`src/hw/rtl/obsd_pkg.sv`:
```
// Shared types and constants for the oriented box signed distance block.
// No dependencies; used by obsd_dp, obsd_ctrl and the top module in hw/rtl.
package obsd_pkg;

  localparam int unsigned STEP_W    = 5;
  localparam logic [4:0]  LAST_STEP = 5'd20;
  localparam logic signed [31:0] SAT_MAX = 32'sh7fff_ffff;

  localparam logic CMD_WRITE = 1'b0;
  localparam logic CMD_QUERY = 1'b1;

  localparam logic CFG_ACTIVE    = 1'b0;
  localparam logic CFG_THRESHOLD = 1'b1;

  localparam logic [3:0] WSEL_SIZE0 = 4'd3;
  localparam logic [3:0] WSEL_ROT0  = 4'd6;
  localparam logic [3:0] WSEL_LAST  = 4'd14;

  typedef struct packed {
    logic              cmd;
    logic [3:0]        box_slot;
    logic [3:0]        word_select;
    logic signed [31:0] word_value;
    logic signed [31:0] point_x;
    logic signed [31:0] point_y;
    logic signed [31:0] point_z;
  } in_word_t;

  typedef struct packed {
    logic [3:0]         result_box;
    logic signed [31:0] distance;
    logic               is_last;
    logic signed [31:0] min_distance;
    logic [3:0]         min_box;
    logic               no_boxes;
  } out_word_t;

  typedef enum logic [2:0] {
    OP_NOP, OP_LD, OP_MUL, OP_CLAMP, OP_FACE, OP_SQ, OP_FIN
  } op_t;

  typedef enum logic [1:0] {
    ST_IDLE, ST_EMPTY, ST_RUN, ST_WAIT
  } state_t;

  typedef struct packed {
    op_t        op;
    logic [1:0] i;
    logic [1:0] j;
  } step_dec_t;

  typedef struct packed {
    op_t        op;
    logic [1:0] i;
    logic [1:0] j;
    logic       start_query;
    logic       write_word;
    logic       emit_empty;
    logic       is_last;
  } ctrl_cmd_t;

  typedef struct packed {
    logic wrote;
    logic sqrt_busy;
  } dp_status_t;

  // per-box micro program: loads, 3x3 rotate, clamp, face, squares, finish
  function automatic step_dec_t decode_step(input logic [4:0] step);
    step_dec_t d;
    d = '{op: OP_NOP, i: 2'd0, j: 2'd0};
    case (step)
      5'd0:  d = '{op: OP_LD,    i: 2'd0, j: 2'd0};
      5'd1:  d = '{op: OP_LD,    i: 2'd1, j: 2'd0};
      5'd2:  d = '{op: OP_LD,    i: 2'd2, j: 2'd0};
      5'd3:  d = '{op: OP_MUL,   i: 2'd0, j: 2'd0};
      5'd4:  d = '{op: OP_MUL,   i: 2'd0, j: 2'd1};
      5'd5:  d = '{op: OP_MUL,   i: 2'd0, j: 2'd2};
      5'd6:  d = '{op: OP_MUL,   i: 2'd1, j: 2'd0};
      5'd7:  d = '{op: OP_MUL,   i: 2'd1, j: 2'd1};
      5'd8:  d = '{op: OP_MUL,   i: 2'd1, j: 2'd2};
      5'd9:  d = '{op: OP_MUL,   i: 2'd2, j: 2'd0};
      5'd10: d = '{op: OP_MUL,   i: 2'd2, j: 2'd1};
      5'd11: d = '{op: OP_MUL,   i: 2'd2, j: 2'd2};
      5'd13: d = '{op: OP_CLAMP, i: 2'd0, j: 2'd0};
      5'd14: d = '{op: OP_FACE,  i: 2'd0, j: 2'd0};
      5'd15: d = '{op: OP_SQ,    i: 2'd0, j: 2'd0};
      5'd16: d = '{op: OP_SQ,    i: 2'd1, j: 2'd0};
      5'd17: d = '{op: OP_SQ,    i: 2'd2, j: 2'd0};
      5'd20: d = '{op: OP_FIN,   i: 2'd0, j: 2'd0};
      default: d = '{op: OP_NOP, i: 2'd0, j: 2'd0};
    endcase
    return d;
  endfunction

endpackage

```
`src/hw/rtl/obsd_ctrl.sv`:
```
// Controller: input handshake, box loop and per-box micro program sequencing.
// Depends on obsd_pkg.
module obsd_ctrl #(
  parameter int MAX_BOXES = 16,
  parameter int BW        = 4,
  parameter int CW        = 5
) (
  input  logic                clk,
  input  logic                rst,
  input  logic                in_valid,
  input  logic                in_cmd,
  input  logic [4:0]          active_boxes,
  input  obsd_pkg::dp_status_t status,
  output logic                in_stall,
  output obsd_pkg::ctrl_cmd_t  cmd,
  output logic [BW-1:0]       box
);

  obsd_pkg::state_t state, state_next;
  logic [4:0]    step, step_next;
  logic [BW-1:0] box_next;
  logic [CW-1:0] n, n_next, n_cfg;
  logic          accept, last;
  obsd_pkg::step_dec_t dec;

  assign n_cfg  = (32'(active_boxes) > MAX_BOXES) ? CW'(MAX_BOXES) : CW'(active_boxes);
  assign accept = in_valid && (state == obsd_pkg::ST_IDLE);
  assign last   = (CW'(box) + CW'(1)) == n;
  assign dec    = obsd_pkg::decode_step(step);
  assign in_stall = (state != obsd_pkg::ST_IDLE);

  always_ff @(posedge clk) begin
    if (rst) begin
      state <= obsd_pkg::ST_IDLE;
      step  <= '0;
      box   <= '0;
      n     <= '0;
    end else begin
      state <= state_next;
      step  <= step_next;
      box   <= box_next;
      n     <= n_next;
    end
  end

  always_comb begin
    state_next = state;
    step_next  = step;
    box_next   = box;
    n_next     = n;
    cmd        = '0;
    cmd.op     = obsd_pkg::OP_NOP;
    cmd.is_last = last;
    case (state)
      obsd_pkg::ST_IDLE: begin
        if (accept) begin
          if (in_cmd == obsd_pkg::CMD_WRITE) begin
            cmd.write_word = 1'b1;
          end else begin
            cmd.start_query = 1'b1;
            n_next   = n_cfg;
            box_next = '0;
            step_next = '0;
            state_next = (n_cfg == '0) ? obsd_pkg::ST_EMPTY : obsd_pkg::ST_RUN;
          end
        end
      end
      obsd_pkg::ST_EMPTY: begin
        cmd.emit_empty = 1'b1;
        cmd.is_last    = 1'b1;
        if (status.wrote) state_next = obsd_pkg::ST_IDLE;
      end
      obsd_pkg::ST_RUN: begin
        cmd.op = dec.op;
        cmd.i  = dec.i;
        cmd.j  = dec.j;
        step_next = step + 5'd1;
        if (step == obsd_pkg::LAST_STEP) state_next = obsd_pkg::ST_WAIT;
      end
      obsd_pkg::ST_WAIT: begin
        if (status.wrote) begin
          if (last) begin
            state_next = obsd_pkg::ST_IDLE;
          end else begin
            box_next   = box + BW'(1);
            step_next  = '0;
            state_next = obsd_pkg::ST_RUN;
          end
        end
      end
      default: state_next = obsd_pkg::ST_IDLE;
    endcase
  end

endmodule

```
`config.mk`:
```
export PLATFORM = sky130hd
export DESIGN_NAME = obsd_ctrl
export DESIGN_NICKNAME = d
export VERILOG_FILES = /design/src/hw/rtl/obsd_pkg.sv /design/src/hw/rtl/obsd_ctrl.sv
export SDC_FILE = /design/constraint.sdc
export NUM_CORES = 1
export LEC_CHECK = 0
export BUFFER_PORTS_ARGS = -buffer_cell sky130_fd_sc_hd__buf_2
export CAP_MARGIN = 10
export CORE_ASPECT_RATIO = 1.5
export CORE_MARGIN = 2
export CORE_UTILIZATION = 40
export CTS_CLUSTER_DIAMETER = 150
export DETAILED_ROUTE_END_ITERATION = 16
export PLACE_DENSITY = 0.65
export SLEW_MARGIN = 25
export SYNTH_ARGS = -nofsm -noshare
export SYNTH_HDL_FRONTEND = slang
export SYNTH_SLANG_ARGS = --single-unit
```
`constraint.sdc`:
```
create_clock -name clk -period 4 [get_ports clk]
set_input_delay 0.2 -clock clk [delete_from_list [all_inputs] [get_ports clk]]
set_output_delay 0.2 -clock clk [all_outputs]
set_load 0.005 [all_outputs]
```
After elaboration in Yosys (flattened, before gate mapping)
Memories as Yosys holds them, arrays and structs flattened. A register that Yosys moved wholly into a read port is not among the register bits. Index checks and enable logic that the tools add are counted.

Flip-flop bits (word level): 16. ROM bits: 224. Input port bits: 11. Output and inout bits: 16. Word-level logic and storage cells: 57. Memories: 1.

Memories: (name not given) (words 32, bits a word 7, rd ports 1, clocked after memory_dff 1, write ports 0, line obsd_pkg.sv:71) `case (step)`.

$add $sub $neg: 3. Magnitude comparators: 1. Eq/ne operators: 11. Muxes and demuxes: 27. Reduce and logical (&&, ||, !) cells: 10.

Operator list (number): $mux W5 (7); $mux W2 (10); $mux W4 (4); $pmux W5 S3 (1); $reduce_and A5 Y1 (3); $ne A2 B2 Y1 const B (6); $pmux W2 S4 (1); $pmux W4 S2 (1); $mux W7 (1); $add A4 B1 Y5 const B (1); $add A5 B1 Y5 const B (1); $eq A5 B5 Y1 (1); $eq A5 B5 Y1 const B (1); $gt A5 B5 Y1 const B (1); $logic_not A5 Y1 (1); $add A4 B1 Y4 const B (1); $eq A2 B2 Y1 const B (2); $reduce_bool A2 Y1 (2); $reduce_and A3 Y1 (1); $reduce_bool A3 Y1 (1); $eq A2 B1 Y1 const B (1); $logic_not A2 Y1 (1); $mux W1 (2); $logic_and A1 B1 Y1 (1).

Logic depth before layout (Yosys ltp)
Gate-level depths: netlist of run 1.

Word-level depth: 7. Gate-level depth with buffers: 11. Mapped depth without buffers: 10.

Worst setup path before layout of run 1
OpenSTA, ideal clock, no wires.

Kind: reg-to-reg. Start point: register box[0]. End point: register, netlist name dec[1]. Setup time: 0.071 ns. Arrival time: 2.694 ns. Data required time: 3.929 ns. Path slack: 1.235 ns. Stages on the path, launching flop included: 11. Buffers on the path: 0. Period minus slack after synthesis: 2.765 ns. Cells stage by stage: dfxtp_1 > ha_1 > xnor2_1 > o211ai_1 > a211oi_1 > o221ai_1 > a21oi_1 > inv_1 > ha_1 > or3_1 > a21oi_1.

Word-level cells in the longest chain between the ends: 6.

RTL lines: start: declaration (line obsd_ctrl.sv:16) `output logic [BW-1:0] box`; start signal: assignment (line obsd_ctrl.sv:41) `box <= box_next;`; $add A4 B1 Y5 (line obsd_ctrl.sv:28) `assign last = (CW'(box) + CW'(1)) == n;`; $eq A5 B5 Y1 (line obsd_ctrl.sv:28); $ne A2 B2 Y1 (no source line); $reduce_and A5 Y1 (no source line); $mux W5 (no source line) (2 in series).

Every way passes these cells. A chain may end at the register's enable or synchronous reset.

Worst setup path in the final report of run 1
Start point: register box[0]. End point: register, netlist name dec[0].

Word-level cells in the longest chain between the ends: 6.

RTL lines (line): $add A4 B1 Y5 (obsd_ctrl.sv:28); $eq A5 B5 Y1 (obsd_ctrl.sv:28); $ne A2 B2 Y1 (no source line); $reduce_and A5 Y1 (no source line); $mux W5 (no source line) (2 in series).

Every way passes these cells.

==> results of run 1 <==
## power breakdown
group / switching (W) / total, W / leakage [nW] / internal, W
Clock: 0.0000748 / 0.000146 / 0.0228 / 0.0000713
Combinational: 0.0000985 / 0.000159 / 0.546 / 0.0000605
Sequential: 0.0000253 / 0.000268 / 0.186 / 0.000242
## stage by stage
| stage | utilization [%] | instances | power (W) | setup WS [ns] |
|---|---|---|---|---|
| after floorplan | - | 201 | 0.000379 | 1.24 |
| after global placement | 46.0 | 261 | 0.000431 | 0.825 |
| after detailed placement | 46.0 | 261 | 0.000432 | 0.807 |
| after CTS | 47.2 | 265 | 0.000574 | 0.772 |
| after global routing | 47.2 | 265 | 0.000606 | 0.418 |
| final | 47.2 | 265 | 0.000573 | 0.759 |
## state kept, by name (all words and copies together) (netlist names)
register	count
dec	7
n	5
step	5
box	4
state	2
## worst max path at each step
stage | startpoint | endpoint | slack, ns | cells after the start
detailed placement | box[0] | dec[1] | 0.81 | 10
global placement | box[0] | dec[1] | 0.82 | 10
finish | box[0] | dec[0] | 0.76 | 10
global route | box[0] | dec[1] | 0.42 | 10
CTS | box[0] | dec[1] | 0.77 | 10
floorplan | box[0] | dec[1] | 1.24 | 10
## area by class of cell
| class | count | area (sq um) |
|---|---|---|
| clock buffer | 4 | 45.0 |
| fill | 396 | 1940 |
| inverter | 14 | 52.6 |
| multi-input combinational | 155 | 993 |
| sequential | 23 | 460 |
| tap | 43 | 53.8 |
| timing repair buffer | 26 | 133 |
## logic make-up (layout without fill, tap and decap cells)
family	count (synthesis)	after routing	synth area share (%)
XOR/XNOR	5	5	2.82
AND/OR/NAND/NOR	80	80	27.2
AO/OA/AOI/OAI	62	62	27.6
buffers and inverters	23	44	6.29
adder cells (fa/ha/maj)	8	8	6.45
flip-flops	23	23	29.7
## cells in the final DEF, fill, tap and decap left out, types with 2 or more instances in the layout
master	n
nor3_1	5
nand3b_1	4
a21oi_1	17
a2111oi_0	2
or4_1	2
or3_1	3
nor2_1	13
nand2b_1	4
o2bb2ai_1	3
ha_1	8
xnor2_1	3
nand3_1	8
a21o_1	2
clkbuf_8	3
dfxtp_1	23
a211o_1	3
and2_1	8
inv_2	2
o21ai_1	2
a31oi_1	4
xor2_1	2
a211oi_1	3
o21ai_0	10
nand2_1	21
and4b_1	2
nor2b_1	4
buf_2	25
inv_1	11
## cells in the mapped netlist (4+ instances only)
library cell,instances,area share [%]
dfxtp_1,23,30
nand2_1,21,5.1
a21oi_1,17,5.5
nor2_1,13,3.1
inv_1,11,2.7
o21ai_0,10,3.2
and2_1,8,3.2
ha_1,8,6.5
nand3_1,8,2.6
clkbuf_1,5,1.2
nor3_1,5,1.6
a31oi_1,4,1.6
nand2b_1,4,1.6
nand3b_1,4,1.9
nor2b_1,4,1.6
## critical path: stages (launching register included)
cell,delay [ns]
dfxtp_1,0.46
ha_1,0.30
and4b_1,0.22
o21ai_1,0.14
a211oi_1,0.43
o221ai_1,0.30
a21oi_1,0.37
inv_1,0.14
ha_1,0.29
or3_1,0.37
a21oi_1,0.14
## layer usage
| layer | GRT usage (%) | wire (um) | part of all wire (%) |
|---|---|---|---|
| met1 | 20.6 | 1620 | 41 |
| met2 | 36.3 | 2100 | 54 |
| met3 | 3.16 | 128 | 3.3 |
| met4 | 7.75 | 59 | 1.5 |
| met5 | 0 | 0 | 0 |
==> results.toml, run 1 <==
[die]
io_pins = 27
die_h_um = 80.3
floorplan.initialDensity_pct = 42.1
die_area_sq_mm = 0.00440
num_rows = 27
floorplan.core_area_sq_mm = 0.00368
die_x_um = 54.9

[sta]
fin_crit_ns = 3.24
finClkSkew_ns = 0.00267
finalCritPeriodShare_pct = 81.0
hold_slack_ns = 0.204
worst_pin_slew_ns = 0.642
setup_violations = 0
rsz0062_at_grt = "false"
fmax_mhz = 309
hold_violations = 0
slew_headroom_pct = 57.2
finalSetupTns_ns = 0
drv_slew = 0

[synthesis]
synthFlopType = "dfxtp_1"
synth_edf_count = 0
ys_ff_latch = 23
synth_nets = 220
yosysUniqueCellTypes = 52
synth-warning-count = 0
ys_async_sr_fraction_pct = 0
syn-mean-instance-area_sq_um = 7.72
netlist_instances = 201
synth_area_sq_mm = 0.00155
ys_seq_area_share_pct = 29.7

[min_path]
hold_path_class = "input pin to flop"
min_path_cells = 3
holdPathEnd = "n[4]"
hold_start = "active_boxes[4]"

[global_route]
grt_pass1_vias = 1404
grt_max_degree = 20
grt_pass1_wl_um = 6350
overflow = 0
grtUsageTotal_pct = 19.6
antenna_found_initial = 0

[critical_path]
arrival_ns = 3.44
worstPathRequired_ns = 4.20
start_kind = "flop"
timing.rr.start = "box[0]"
path_class = "flop to flop"
reg2reg_slack_ns = 0.76
crit_fanout = 7
ff2ff_path_depth = 10
reg2reg_to = "dec[0]"
end_kind = "flop"

[cells_and_area]
stdcell_area_sq_mm = 0.00174
drive_gt1_share_pct = 15.8
diodes = 0
areaGrowthSynthToFinish_pct = 12.0
nets = 242

[clock_network]
cts_max_path_buffers = 2
insertion_delay_ns = 0.27
numCtsBuffers = 3
htree_levels = 1
cts_tree = "yes"
postCtsSetupBuffers = 0
cts.sinks = 23
postCtsHoldBufs = 0
cts_resized = 0
cts-root-buf = "clkbuf_8"
clk_pin_slew_worst_paths_ns = 0.08

[outcome]
status = "complete, no violations"

[routing]
initialDrtViolationCount = 56
dr.pass1.iters = 4
wl_per_cell_um = 14.8
ant_nets = 0
viasPerCell = 5.74
wl_um = 3910
vias = 1522
drc = 0

[pwr]
power_density_mw_per_mm2 = 330
p_leak_nw = 0.755
ir_drop_uv = 230

[placement]
io_buffers = 25
hpwlAfterDp_um = 2970
place_area_sq_mm = 0.00169
gp_congestion = 0.794

[run]
cap_violations = 0
Note: power is estimated with default switching activity, not from simulation.
==> run 2: changes to the inputs <==
Clock period 4 ns to 3.1 ns, I/O delays scaled along.
==> run 2 against run 1 <==
Clock skew about the same. Final cell count up 1.9%. Combinational power up 50%. Largest cell class unchanged. Clock power up 29%. Critical path type unchanged.
==> results.toml, run 2 (synthesis gave the netlist of run 1 again) <==
[outcome]
status = "complete, no violations"

[sta]
rsz0062_at_grt = "false"
hold_slack_ns = 0.159
slew_headroom_pct = 69.9
fin_crit_ns = 2.80
finalSetupTns_ns = 0
fmax_mhz = 358
finClkSkew_ns = 0.00265
setup_violations = 0
finalCritPeriodShare_pct = 90.2
worst_pin_slew_ns = 0.447
hold_violations = 0
drv_slew = 0

[critical_path]
end_kind = "flop"
timing.rr.start = "box[1]"
crit_fanout = 6
critPathMaxStageDelay_ns = 0.51
worstPathRequired_ns = 3.30
crit_top_cell = "ha_1"
critical_path_buf_inv_count = 1
ff2ff_path_depth = 10
cp.depth = 10
reg2reg_to = "dec[4]"
path_class = "flop to flop"
critical-path-top-delay-family = "simple AND/OR/NAND/NOR gates"
start_kind = "flop"
crit_chain = "ha_1, and4b_1, o21ai_1, a211oi_2, nor2_1, o41a_1, inv_1, ha_1, or4_1, nand3_1"
cpMaxStageDelayCell = "or4_1"
startpoint = "box[1]"
reg2reg_slack_ns = 0.30
arrival_ns = 3.00

[placement]
hpwlAfterDp_um = 2990
gp_congestion = 0.780
place_area_sq_mm = 0.00173
io_buffers = 25

[clock_network]
cts_max_path_buffers = 2
insertion_delay_ns = 0.26
cts.sinks = 23
numCtsBuffers = 3
postCtsHoldBufs = 0
htree_levels = 1
cts-root-buf = "clkbuf_8"
clk_pin_slew_worst_paths_ns = 0.08
cts_tree = "yes"

[die]
die_h_um = 80.3
die_x_um = 54.9
io_pins = 27
floorplan.core_area_sq_mm = 0.00368
floorplan.initialDensity_pct = 42.1
die_area_sq_mm = 0.00440
num_rows = 27

[global_route]
grt_pass1_wl_um = 6540
grt_pass1_vias = 1461
antenna_found_initial = 0
overflow = 0
grtUsageTotal_pct = 19.8
grt_max_degree = 20

[routing]
dr.pass1.iters = 4
viasPerCell = 5.72
ant_nets = 0
drc = 0
wl_per_cell_um = 14.4
initialDrtViolationCount = 30
wl_um = 3880
vias = 1544

[pwr]
power_density_mw_per_mm2 = 423
p_total_w = 0.000755
ir_drop_uv = 262
p_leak_nw = 0.784

[min_path]
hold_path_class = "input pin to flop"
hold_start = "active_boxes[4]"
holdPathEnd = "n[4]"
min_path_cells = 3

[cells_and_area]
nets = 247
diodes = 0
areaGrowthSynthToFinish_pct = 15.1
final_common_cell = "buf_2"
drive_gt1_share_pct = 18.9
mostFrequentLayoutCells = "buf_2 (25), dfxtp_1 (23), nand2_1 (21)"
stdcell_area_sq_mm = 0.00179
largest_register_ffs = 7

[run]
cap_violations = 0
## run 2: how the worst max path moves through the flow
stage                        end  slack (ns)
final                     dec[4]        0.30
after global routing      dec[1]        0.07
after CTS                 dec[1]        0.13
after detailed placement  dec[1]        0.17
after global placement    dec[1]        0.17
after floorplan           dec[1]        0.34
## run 2: cell type report
cell class / count / area [sq um]
clock buffers: 3 / 41.3
clock inverters: 1 / 5.00
fillers: 372 / 1900
inverters: 14 / 52.6
multi-input cells: 155 / 1000
flip-flops and latches: 23 / 460
well taps: 43 / 53.8
repair buffers: 31 / 170
## run 2: metal layers
layer | share of wire, % | vias to the layer above | global-route usage [%] | routed length [um]
met1 | 41 | 715 | 22.1 | 1570
met2 | 54 | 37 | 36.5 | 2110
met4 | 2.0 | 0 | 6.75 | 79
li1 | - | 785 | - | -
met5 | 0 | - | 0 | 0
met3 | 3.0 | 7 | 2.23 | 118
## run 2: worst register-to-register path, stage by stage (launching register included)
cell and delay [ns]:
dfxtp_1 0.35, ha_1 0.26, and4b_1 0.23, o21ai_1 0.31
a211oi_2 0.15, nor2_1 0.20, o41a_1 0.30, inv_1 0.10
ha_1 0.22, or4_1 0.51, nand3_1 0.12
## run 2: where the power goes
part           leakage (nW)  total (W)  switching, W  internal [W]
Sequential            0.186   0.000328     0.0000154      0.000313
Combinational         0.572   0.000239      0.000148     0.0000907
Clock                0.0255   0.000188     0.0000984     0.0000897
Total                 0.784   0.000755      0.000262      0.000493
## run 2: per-stage QoR
step           std cells  setup WS [ns]  utilization (%)
6_report             270          0.303             48.5
5_1_grt              270         0.0676             48.5
4_1_cts              270          0.125             48.3
3_5_place_dp         266          0.167             47.0
3_3_place_gp         266          0.165             47.0
2_1_floorplan        201          0.335                -
## run 2: what timing repair did
action                                  in CTS  in global routing
endpoints found under the setup margin       0                  3
resized for setup                            0                  3
setup buffers                                0                  0
